<file path="config.mk">
export PLATFORM = sky130hd
export DESIGN_NAME = mccp_ctrl
export DESIGN_NICKNAME = d
export VERILOG_FILES = /design/src/hdl/mccp_pkg.sv /design/src/hdl/mccp_ctrl.sv
export SDC_FILE = /design/constraint.sdc
export NUM_CORES = 2
export LEC_CHECK = 0
export CAP_MARGIN = 30
export CORE_AREA = 2 2 348 350
export DETAILED_ROUTE_END_ITERATION = 8
export DIE_AREA = 0 0 350 352
export DONT_BUFFER_PORTS = 1
export PLACE_DENSITY = 0.83
export SLEW_MARGIN = 20
export SYNTH_ARGS = -nofsm -noshare
export SYNTH_HDL_FRONTEND = slang
export SYNTH_SLANG_ARGS = --single-unit
</file>
<file path="constraint.sdc">
create_clock -name clk -period 9.31 [get_ports clk]
set_clock_uncertainty 0.1 [all_clocks]
set_input_delay 0.4655 -clock clk [delete_from_list [all_inputs] [get_ports clk]]
set_output_delay 0.4655 -clock clk [all_outputs]
set_load 0.01 [all_outputs]
</file>
<file path="src/hdl/mccp_pkg.sv">
// shared types, constants and helpers of the mixed-criticality priority policy
package mccp_pkg;

	localparam int unsigned MAX_TASKS   = 16;
	localparam int unsigned IDX_W       = $clog2(MAX_TASKS);
	localparam int unsigned CNT_W       = IDX_W + 1;
	localparam logic [5:0]  LEVEL_TOP   = 6'd47;
	localparam logic [5:0]  SOFT_TOP    = 6'd31;
	localparam logic [5:0]  LEVEL_FLOOR = 6'd8;
	localparam logic [17:0] PERIOD_SAT  = 18'h3FFFF;
	localparam logic [6:0]  PCT_FULL    = 7'd100;

	// configuration register indexes
	localparam logic [2:0] CFG_TASK_COUNT  = 3'd0;
	localparam logic [2:0] CFG_HIGH_PCT    = 3'd1;
	localparam logic [2:0] CFG_LOW_PCT     = 3'd2;
	localparam logic [2:0] CFG_BUDGET      = 3'd3;
	localparam logic [2:0] CFG_MULTIPLIER  = 3'd4;
	localparam logic [2:0] CFG_PRIO_DROP   = 3'd5;

	typedef enum logic [1:0] {
		ACT_LOAD   = 2'd0,
		ACT_SELECT = 2'd1,
		ACT_REPORT = 2'd2,
		ACT_NONE   = 2'd3
	} action_t;

	typedef enum logic [1:0] {
		ALG_RM     = 2'd0,
		ALG_DM     = 2'd1,
		ALG_CRIT   = 2'd2,
		ALG_UNUSED = 2'd3
	} alg_t;

	typedef enum logic [4:0] {
		ST_IDLE,
		ST_LD_RD,
		ST_LD_WR,
		ST_SEL_RD,
		ST_SEL_RANK,
		ST_SEL_WR,
		ST_RP_RD,
		ST_RP_MUL,
		ST_RP_ADD,
		ST_J_MUL,
		ST_J_CHK,
		ST_J_DIV,
		ST_J_PICK,
		ST_DG_RD,
		ST_DG_WR,
		ST_EM_PRE,
		ST_EM_RD
	} state_t;

	// one task table entry as held in the memory
	typedef struct packed {
		logic [15:0] period;
		logic [15:0] deadline;
		logic [23:0] work;
		logic        hard;
		logic [5:0]  base_level;
		logic [5:0]  act_prio;
		logic [17:0] act_period;
		logic        degraded;
		logic [31:0] prev_rel;
	} entry_t;

	localparam int unsigned ENTRY_W = $bits(entry_t);

	typedef struct packed {
		logic [4:0]  task_count;
		logic [6:0]  high_pct;
		logic [6:0]  low_pct;
		logic [31:0] budget;
		logic [2:0]  multiplier;
		logic [3:0]  prio_drop;
	} cfg_t;

	typedef struct packed {
		logic [1:0]  action;
		logic [3:0]  task_index;
		logic [15:0] task_period;
		logic [15:0] task_deadline;
		logic [23:0] work_units;
		logic        hard_task;
		logic [1:0]  algorithm;
		logic [31:0] release_total;
		logic        window_end;
	} in_item_t;

	typedef struct packed {
		logic [3:0]  out_task;
		logic [5:0]  priority_res;
		logic [17:0] current_period;
		logic        is_degraded;
		logic        degraded_mode;
		logic [6:0]  load_pct;
		logic [31:0] mode_change_count;
		logic        last;
	} out_item_t;

	// descending priority ladder, floored at the lowest level
	function automatic logic [5:0] ladder(input logic [5:0] top, input logic [CNT_W-1:0] rank);
		logic [6:0] r;
		begin
			r = 7'(rank);
			if (r >= 7'(top - LEVEL_FLOOR)) begin
				ladder = LEVEL_FLOOR;
			end else begin
				ladder = top - 6'(rank);
			end
		end
	endfunction

endpackage

</file>
<file path="src/hdl/mccp_ctrl.sv">
// sequencer: table updates, ranking, load judgment and result emission
module mccp_ctrl (
	input  logic                 clk,
	input  logic                 arst_n,
	input  mccp_pkg::cfg_t       cfg,
	input  logic                 in_valid,
	output logic                 in_stall,
	input  mccp_pkg::in_item_t   in_item,
	output logic                 out_valid,
	input  logic                 out_stall,
	output mccp_pkg::out_item_t  out_item,
	output logic                 ram_we,
	output logic [mccp_pkg::IDX_W-1:0] ram_waddr,
	output mccp_pkg::entry_t     ram_wdata,
	output logic [mccp_pkg::IDX_W-1:0] ram_raddr_a,
	output logic [mccp_pkg::IDX_W-1:0] ram_raddr_b,
	input  mccp_pkg::entry_t     ram_rdata_a,
	input  mccp_pkg::entry_t     ram_rdata_b
);

	mccp_pkg::state_t   state_q, state_d;
	mccp_pkg::in_item_t item_q;
	logic [mccp_pkg::CNT_W-1:0] i_q, j_q, j_s1, rank_q, n;
	logic        jv_s1;
	logic [1:0]  alg_q;
	logic        mode_q, dir_q, big_q, hi_q, lo_q;
	logic [31:0] tc_q;
	logic [63:0] ww_q;
	logic [55:0] prod_q;
	logic [38:0] w100_q;
	logic [31:0] rem_q;
	logic [2:0]  step_q;
	logic [6:0]  load_q;
	logic [mccp_pkg::MAX_TASKS-1:0] valid_q;
	logic        va_q, vb_q;
	mccp_pkg::entry_t ent_a, ent_b;
	logic        accept, i_live, i_final, slot_free, rank_hit, do_rank, emit;
	logic [15:0] key_a, key_b;
	logic [32:0] div_t;
	logic        div_bit;
	logic [31:0] delta;
	logic [2:0]  mult;
	logic [18:0] deg_per;
	logic [6:0]  drop_lim;
	logic [38:0] hi_prod, lo_prod;

	// live task count, saturated at the table size
	assign n = (cfg.task_count > mccp_pkg::CNT_W'(mccp_pkg::MAX_TASKS)) ?
		mccp_pkg::CNT_W'(mccp_pkg::MAX_TASKS) : cfg.task_count;

	assign in_stall  = (state_q != mccp_pkg::ST_IDLE);
	assign accept    = in_valid && !in_stall;
	assign i_live    = (i_q < n);
	assign i_final   = (i_q + 1'b1 == n);
	assign slot_free = !out_valid || !out_stall;
	assign emit      = (state_q == mccp_pkg::ST_EM_RD) && slot_free;

	// never-written entries read as reset values
	assign ent_a = va_q ? ram_rdata_a : '0;
	assign ent_b = vb_q ? ram_rdata_b : '0;

	// ranking compare
	assign do_rank = (alg_q != mccp_pkg::ALG_UNUSED) && i_live;
	assign key_a = (alg_q == mccp_pkg::ALG_RM) ? ent_a.period : ent_a.deadline;
	assign key_b = (alg_q == mccp_pkg::ALG_RM) ? ent_b.period : ent_b.deadline;
	assign rank_hit = jv_s1 && (j_s1 != i_q) &&
		!((alg_q == mccp_pkg::ALG_CRIT) && (ent_a.hard != ent_b.hard)) &&
		((key_b < key_a) || ((key_b == key_a) && (j_s1 < i_q)));

	// restoring division step
	assign div_t   = {rem_q, w100_q[step_q]};
	assign div_bit = (div_t >= {1'b0, cfg.budget});

	// release delta and degraded values
	assign delta    = item_q.release_total - ent_a.prev_rel;
	assign mult     = (cfg.multiplier == 3'd0) ? 3'd1 : cfg.multiplier;
	assign deg_per  = 19'(ent_a.period) * 19'(mult);
	assign drop_lim = 7'(cfg.prio_drop) + 7'(mccp_pkg::LEVEL_FLOOR);
	assign hi_prod  = 39'(cfg.high_pct) * 39'(cfg.budget);
	assign lo_prod  = 39'(cfg.low_pct) * 39'(cfg.budget);

	// next state
	always_comb begin
		state_d = state_q;
		case (state_q)
			mccp_pkg::ST_IDLE: begin
				if (accept) begin
					case (in_item.action)
						mccp_pkg::ACT_LOAD:   state_d = mccp_pkg::ST_LD_RD;
						mccp_pkg::ACT_SELECT: state_d = mccp_pkg::ST_SEL_RD;
						mccp_pkg::ACT_REPORT: begin
							if (mccp_pkg::CNT_W'(in_item.task_index) < n) begin
								state_d = mccp_pkg::ST_RP_RD;
							end else if (in_item.window_end) begin
								state_d = mccp_pkg::ST_J_MUL;
							end
						end
						default: state_d = mccp_pkg::ST_IDLE;
					endcase
				end
			end
			mccp_pkg::ST_LD_RD:  state_d = mccp_pkg::ST_LD_WR;
			mccp_pkg::ST_LD_WR:  state_d = mccp_pkg::ST_IDLE;
			mccp_pkg::ST_SEL_RD: state_d = do_rank ? mccp_pkg::ST_SEL_RANK : mccp_pkg::ST_SEL_WR;
			mccp_pkg::ST_SEL_RANK: begin
				if (j_q == n && !jv_s1) begin
					state_d = mccp_pkg::ST_SEL_WR;
				end
			end
			mccp_pkg::ST_SEL_WR: begin
				if (i_q == mccp_pkg::CNT_W'(mccp_pkg::MAX_TASKS - 1)) begin
					state_d = (n == '0) ? mccp_pkg::ST_IDLE : mccp_pkg::ST_EM_PRE;
				end else begin
					state_d = mccp_pkg::ST_SEL_RD;
				end
			end
			mccp_pkg::ST_RP_RD:  state_d = mccp_pkg::ST_RP_MUL;
			mccp_pkg::ST_RP_MUL: state_d = mccp_pkg::ST_RP_ADD;
			mccp_pkg::ST_RP_ADD: state_d = item_q.window_end ? mccp_pkg::ST_J_MUL : mccp_pkg::ST_IDLE;
			mccp_pkg::ST_J_MUL:  state_d = mccp_pkg::ST_J_CHK;
			mccp_pkg::ST_J_CHK:  state_d = big_q ? mccp_pkg::ST_J_PICK : mccp_pkg::ST_J_DIV;
			mccp_pkg::ST_J_DIV:  state_d = (step_q == 3'd0) ? mccp_pkg::ST_J_PICK : mccp_pkg::ST_J_DIV;
			mccp_pkg::ST_J_PICK: begin
				if (n == '0) begin
					state_d = mccp_pkg::ST_IDLE;
				end else if (alg_q == mccp_pkg::ALG_CRIT &&
						((hi_q && !mode_q) || (lo_q && mode_q))) begin
					state_d = mccp_pkg::ST_DG_RD;
				end else begin
					state_d = mccp_pkg::ST_EM_PRE;
				end
			end
			mccp_pkg::ST_DG_RD:  state_d = mccp_pkg::ST_DG_WR;
			mccp_pkg::ST_DG_WR:  state_d = i_final ? mccp_pkg::ST_EM_PRE : mccp_pkg::ST_DG_RD;
			mccp_pkg::ST_EM_PRE: state_d = mccp_pkg::ST_EM_RD;
			mccp_pkg::ST_EM_RD: begin
				if (slot_free && i_final) begin
					state_d = mccp_pkg::ST_IDLE;
				end
			end
			default: state_d = mccp_pkg::ST_IDLE;
		endcase
	end

	// memory port control
	always_comb begin
		ram_we      = 1'b0;
		ram_waddr   = i_q[mccp_pkg::IDX_W-1:0];
		ram_wdata   = ent_a;
		ram_raddr_a = i_q[mccp_pkg::IDX_W-1:0];
		ram_raddr_b = j_q[mccp_pkg::IDX_W-1:0];
		case (state_q)
			mccp_pkg::ST_LD_RD, mccp_pkg::ST_RP_RD, mccp_pkg::ST_RP_MUL: begin
				ram_raddr_a = item_q.task_index;
			end
			mccp_pkg::ST_LD_WR: begin
				ram_raddr_a        = item_q.task_index;
				ram_waddr          = item_q.task_index;
				ram_we             = 1'b1;
				ram_wdata.period   = item_q.task_period;
				ram_wdata.deadline = item_q.task_deadline;
				ram_wdata.work     = item_q.work_units;
				ram_wdata.hard     = item_q.hard_task;
			end
			mccp_pkg::ST_SEL_WR: begin
				ram_we               = 1'b1;
				ram_wdata.degraded   = 1'b0;
				ram_wdata.act_period = 18'(ent_a.period);
				if (i_live) begin
					if (alg_q != mccp_pkg::ALG_UNUSED) begin
						ram_wdata.base_level = (alg_q == mccp_pkg::ALG_CRIT && !ent_a.hard) ?
							mccp_pkg::ladder(mccp_pkg::SOFT_TOP, rank_q) :
							mccp_pkg::ladder(mccp_pkg::LEVEL_TOP, rank_q);
					end
					ram_wdata.act_prio = ram_wdata.base_level;
				end
			end
			mccp_pkg::ST_DG_WR: begin
				ram_we = 1'b1;
				if (!ent_a.hard && dir_q && !ent_a.degraded) begin
					ram_wdata.degraded   = 1'b1;
					ram_wdata.act_period = (deg_per > 19'(mccp_pkg::PERIOD_SAT)) ?
						mccp_pkg::PERIOD_SAT : deg_per[17:0];
					ram_wdata.act_prio   = (7'(ent_a.act_prio) >= drop_lim) ?
						ent_a.act_prio - 6'(cfg.prio_drop) : mccp_pkg::LEVEL_FLOOR;
				end else if (!ent_a.hard && !dir_q && ent_a.degraded) begin
					ram_wdata.degraded   = 1'b0;
					ram_wdata.act_period = 18'(ent_a.period);
					ram_wdata.act_prio   = ent_a.base_level;
				end
			end
			mccp_pkg::ST_RP_ADD: begin
				ram_raddr_a = item_q.task_index;
			end
			// read one entry ahead so each cycle can emit an item while the output is not stalled
			mccp_pkg::ST_EM_RD: begin
				ram_raddr_a = slot_free ? mccp_pkg::IDX_W'(i_q + 1'b1) :
					i_q[mccp_pkg::IDX_W-1:0];
			end
			default: begin
			end
		endcase
		if (state_q == mccp_pkg::ST_RP_MUL) begin
			ram_we            = 1'b1;
			ram_waddr         = item_q.task_index;
			ram_wdata.prev_rel = item_q.release_total;
		end
	end

	// control and datapath registers
	always_ff @(posedge clk or negedge arst_n) begin
		if (!arst_n) begin
			state_q   <= mccp_pkg::ST_IDLE;
			valid_q   <= '0;
			alg_q     <= mccp_pkg::ALG_RM;
			mode_q    <= 1'b0;
			tc_q      <= '0;
			ww_q      <= '0;
			out_valid <= 1'b0;
			i_q       <= '0;
			j_q       <= '0;
			jv_s1     <= 1'b0;
			va_q      <= 1'b0;
			vb_q      <= 1'b0;
		end else begin
			state_q <= state_d;
			va_q    <= valid_q[ram_raddr_a];
			vb_q    <= valid_q[ram_raddr_b];
			if (ram_we) begin
				valid_q[ram_waddr] <= 1'b1;
			end
			if (emit) begin
				out_valid <= 1'b1;
			end else if (!out_stall) begin
				out_valid <= 1'b0;
			end
			case (state_q)
				mccp_pkg::ST_IDLE: begin
					if (accept) begin
						item_q <= in_item;
						i_q    <= '0;
						if (in_item.action == mccp_pkg::ACT_SELECT) begin
							mode_q <= 1'b0;
							alg_q  <= in_item.algorithm;
							load_q <= '0;
						end
					end
				end
				mccp_pkg::ST_SEL_RD: begin
					j_q    <= '0;
					jv_s1  <= 1'b0;
					rank_q <= '0;
				end
				mccp_pkg::ST_SEL_RANK: begin
					if (j_q < n) begin
						j_q <= j_q + 1'b1;
					end
					jv_s1 <= (j_q < n);
					j_s1  <= j_q;
					if (rank_hit) begin
						rank_q <= rank_q + 1'b1;
					end
				end
				mccp_pkg::ST_SEL_WR: begin
					i_q <= (i_q == mccp_pkg::CNT_W'(mccp_pkg::MAX_TASKS - 1)) ? '0 : i_q + 1'b1;
				end
				mccp_pkg::ST_RP_MUL: begin
					prod_q <= 56'(delta) * 56'(ent_a.work);
				end
				mccp_pkg::ST_RP_ADD: begin
					ww_q <= ww_q + 64'(prod_q);
				end
				mccp_pkg::ST_J_MUL: begin
					big_q  <= (ww_q >= 64'(cfg.budget));
					w100_q <= 39'(ww_q[31:0]) * 39'(mccp_pkg::PCT_FULL);
				end
				mccp_pkg::ST_J_CHK: begin
					if (big_q) begin
						load_q <= mccp_pkg::PCT_FULL;
						hi_q   <= (mccp_pkg::PCT_FULL >= cfg.high_pct);
						lo_q   <= (mccp_pkg::PCT_FULL <= cfg.low_pct);
					end else begin
						load_q <= '0;
						hi_q   <= (w100_q >= hi_prod);
						lo_q   <= (w100_q <= lo_prod);
						rem_q  <= w100_q[38:7];
						step_q <= 3'd6;
					end
				end
				mccp_pkg::ST_J_DIV: begin
					load_q <= {load_q[5:0], div_bit};
					rem_q  <= div_bit ? 32'(div_t - {1'b0, cfg.budget}) : div_t[31:0];
					step_q <= step_q - 1'b1;
				end
				mccp_pkg::ST_J_PICK: begin
					ww_q <= '0;
					i_q  <= '0;
					if (alg_q == mccp_pkg::ALG_CRIT && hi_q && !mode_q) begin
						mode_q <= 1'b1;
						dir_q  <= 1'b1;
						tc_q   <= tc_q + 1'b1;
					end else if (alg_q == mccp_pkg::ALG_CRIT && lo_q && mode_q) begin
						mode_q <= 1'b0;
						dir_q  <= 1'b0;
						tc_q   <= tc_q + 1'b1;
					end
				end
				mccp_pkg::ST_DG_WR: begin
					i_q <= i_final ? '0 : i_q + 1'b1;
				end
				mccp_pkg::ST_EM_RD: begin
					if (slot_free) begin
						out_item.out_task          <= i_q[mccp_pkg::IDX_W-1:0];
						out_item.priority_res      <= ent_a.act_prio;
						out_item.current_period    <= ent_a.act_period;
						out_item.is_degraded       <= ent_a.degraded;
						out_item.degraded_mode     <= mode_q;
						out_item.load_pct          <= load_q;
						out_item.mode_change_count <= tc_q;
						out_item.last              <= i_final;
						i_q                        <= i_q + 1'b1;
					end
				end
				default: begin
				end
			endcase
		end
	end

endmodule

</file>
==> results.md <==
- Status: finished, violations left
- Violated checks: setup timing
- Synth area leaders: fa_1 28%, edfxtp_1 13%, ha_1 12%, inv_1 7.1%, nand2_1 6.5%
- Number of buffers created by CTS: 53
- Die area: 0.123 mm^2
- Worst slew pin tran: 1.15 ns
- First-pass GRT wire length: 351,000 um
- Area growth syn-to-layout: 11.8%
- DR vias: 60,405
- Die height: 352 um
- Complex-gate fraction of the synthesized area: 12.3%
- Post-synthesis sequential area ratio: 17.9%
- Clock buffer depth: 3
- DP Wirelength: 182,000 um
- CP bufs+invs: 8
- CP required: 9.59 ns
- Max-slew violations: 0
- Core area: 0.119 mm^2
- Post-Synth Simple-Gate Area: 16.1%
- Final Hold Fails: 0
- Initial DRC count: 6,262
- Critical path depth: 39
- Crit path capture type: register
- Clk sinks: 447
- RSZ-0062 raised after global routing: yes
- Fraction of registers with async set/reset: 30.0%
- Worst slew margin: 23.2%
- Syn Area/Cell: 8.80 um^2
- Drt first pass iters: 6
- Syn Inst Count: 8,104
- Clock tree from TritonCTS: done
- Crit path max fanout: 5
- Net count, final: 10,436
- Yosys top cell area share: 28.1%
- WHS Path Cells: 1
- #FFs+latches synth: 447
- Final setup viols: 12
- Mapped Area: 0.0713 mm^2
- Site Rows: 127
- Routed WL: 230,000 um
- Worst Setup Start Kind: register
- Max-Cap Viols: 0
- Antenna Violating Nets Remaining: 0
- Crit-path leading delay family: adder cells
- Port Buffers: 0
- GR Overflow Total: 0
- Post-Synth Adder-Cell Area: 40.2%
- GPL Wtd Cong: 1.06
- Slowest Stage Delay on Critical Path: 0.61 ns
- Wire per inst: 22.9 um
- Slowest CP cell: fa_2
- DRC viols: 0
- CP arrival: 9.84 ns
- Fin util: 66.8%
- Critical Path Source: va_q$_DFF_PN0_
- Initial antenna violation count: 11
- Syn nets: 10,194
- Die X: 350 um
- Kind of critical path: register to register
- Clk pin slew, worst setup/hold paths: 0.07 ns
- Primary FF master, synth: edfxtp_1
- I/O Pins: 605
- Vias per cell: 6.03
- Root Driver: clkbuf_16
- XOR/XNOR Fraction of Synth Area: 3.89%
- Clk_lat worst skew: 0.69 ns
- Distinct cells, synth: 108
- Peak Freq: 105 MHz
- Area leader, netlist: fa_1
- H-Tree Depth: 2
- Initial Util: 59.7%
- Post-synth EDFFs: 313
- Worst r2r src: va_q$_DFF_PN0_
- FF-to-FF path depth: 39
- Mux contribution to synthesized area: 0.709%
- Layout cell share with drive strength beyond 1: 9.21%
- Worst Setup Slack, final: -0.252 ns
- Pin count of the biggest net entering global routing: 135
- Yosys warnings: 0
- Combinational family with the most area after synthesis: adder cells
- Post-route clock period utilization: 103%
- Crit path time final: 9.56 ns
- HP Class: primary input to register
- Hold wc startpoint: ram_rdata_a[56]
- Vias in the first global route: 62,709
- Fillers: 9,185
- GRT Util Overall: 36.9%
## cells in the final DEF (no fill, tap or decap), types with 52 or more instances in the layout
| cell | synthesis | layout |
|---|---|---|
| o21a_1 | 58 | 57 |
| nor3_1 | 61 | 59 |
| ha_1 | 688 | 661 |
| nand4_1 | 53 | 53 |
| a21oi_1 | 306 | 283 |
| nor2b_1 | 52 | 52 |
| xnor2_1 | 189 | 179 |
| edfxtp_1 | 313 | 313 |
| buf_4 | 8 | 324 |
| fa_1 | 1002 | 978 |
| nand3_1 | 127 | 122 |
| nand2_1 | 1243 | 1233 |
| and2_1 | 167 | 164 |
| a21o_1 | 222 | 222 |
| inv_1 | 1342 | 1312 |
| dfrtp_1 | 134 | 133 |
| nand2b_1 | 80 | 79 |
| nor2_1 | 656 | 635 |
| dlygate4sd3_1 | 0 | 121 |
| o21bai_1 | 53 | 52 |
| xor2_1 | 125 | 119 |
| o21ai_0 | 336 | 316 |
| clkbuf_16 | 0 | 54 |
## path summary, 6_finish.rpt
kind / end / slack [ns]
min in group asynchronous: tc_q[22]$_DFFE_PN0P_ / 0.28
setup reg to reg: prod_q[47]$_DFFE_PP_ / -0.25
hold reg to reg: out_item[39]$_DFFE_PP_ / 0.32
setup / recovery: prod_q[47]$_DFFE_PP_ / -0.25
hold / removal: out_item[65]$_DFFE_PP_ / 0.05
max in group asynchronous: ww_q[43]$_DFFE_PN0P_ / 8.04
## routing by layer
metal / global-route usage, % / part of all wire (%)
met1: 44.5 / 36
met2: 59.1 / 46
met4: 22.5 / 7.3
met3: 9.66 / 11
met5: 0 / 0.011
## worst reg2reg max path, delay by kind of cell (launching register included)
kind	cells	cell delay [ns]
adders and majority gates	10	4.18
AOI/OAI and AO/OA	16	2.86
buffers and inverters	8	0.89
DFF	1	0.49
and+or+nand+nor	3	0.45
xor gates and xnor gates	2	0.29
## registers in the layout, indices dropped and copies added (netlist names), 16 cells and up
signal,count
out_item,70
ww_q,64
valid_q,16
prod_q,56
tc_q,32
w100_q,37
rem_q,32
item_q,94
## cells in the mapped netlist (13+ instances only)
master and instances:
nand3_1 127, edfxtp_1 313, o21ai_1 19, xnor2_1 189
and4_1 14, o21a_1 58, a21boi_0 22, fa_1 1002
buf_2 24, or3_1 13, xor2_1 125, nand4_1 53
ha_1 688, a31o_2 21, nor3_1 61, a2111oi_0 13
mux2i_1 28, a22oi_1 17, nand2b_1 80, and3_1 50
o21ai_0 336, a21o_1 222, o21bai_1 53, a211o_1 13
and2_1 167, or2_2 19, nor2b_1 52, a31oi_1 27
a22o_1 27, inv_1 1342, clkbuf_1 283, o211ai_1 29
nand2_1 1243, dfrtp_1 134, nor2_1 656, a21oi_1 306
nor4_1 22, a211oi_1 37
## cell type report
class                           count  area [um^2]  area share, %
Sequential cell                   447        12800           16.0
Tap cell                         1612         2020           2.53
Inverter                         1342         5040           6.32
Antenna cell                       10         25.0         0.0314
Clock inverter                     39          494          0.620
Multi-Input combinational cell   5993        53400           67.0
Clock buffer                       61         1370           1.71
Timing Repair Buffer              509         4600           5.77
## what timing repair did
action                     in CTS  in global routing
hold buffers                  122                  0
hold endpoints to repair      253                  0
pin swaps                     137                 47
cloned                          1                  1
buffers inserted               44                 17
gates resized for setup       131                 94
setup endpoints to repair      22                 28
## metrics by stage
step	instances	instance area (um^2)	hold slack [ns]	TNS [ns]	worst slack [ns]
2_1_floorplan	8104	71600	0.0699	-0.124	-0.0450
3_3_place_gp	9704	74800	0.0742	-0.957	-0.157
3_5_place_dp	9711	74900	0.0739	-3.46	-0.357
4_1_cts	9977	79000	0.00296	-0.409	-0.0935
5_1_grt	10012	79700	0.0273	-6.09	-0.529
6_report	10013	79700	0.0475	-1.75	-0.252
## cell families (layout without fill, tap and decap cells)
kind of cell,after synthesis,after routing
simple gates,2614,2614
fa+ha+maj,1690,1690
buf+inv,1664,1951
compound gates,1332,1332
flops,447,447
xor+xnor,315,315
mux,42,42
other cells,0,10
Power is left out: the tool's default activity adds up to more than one toggle a clock period on the data nets, which glitch-free logic cannot reach.
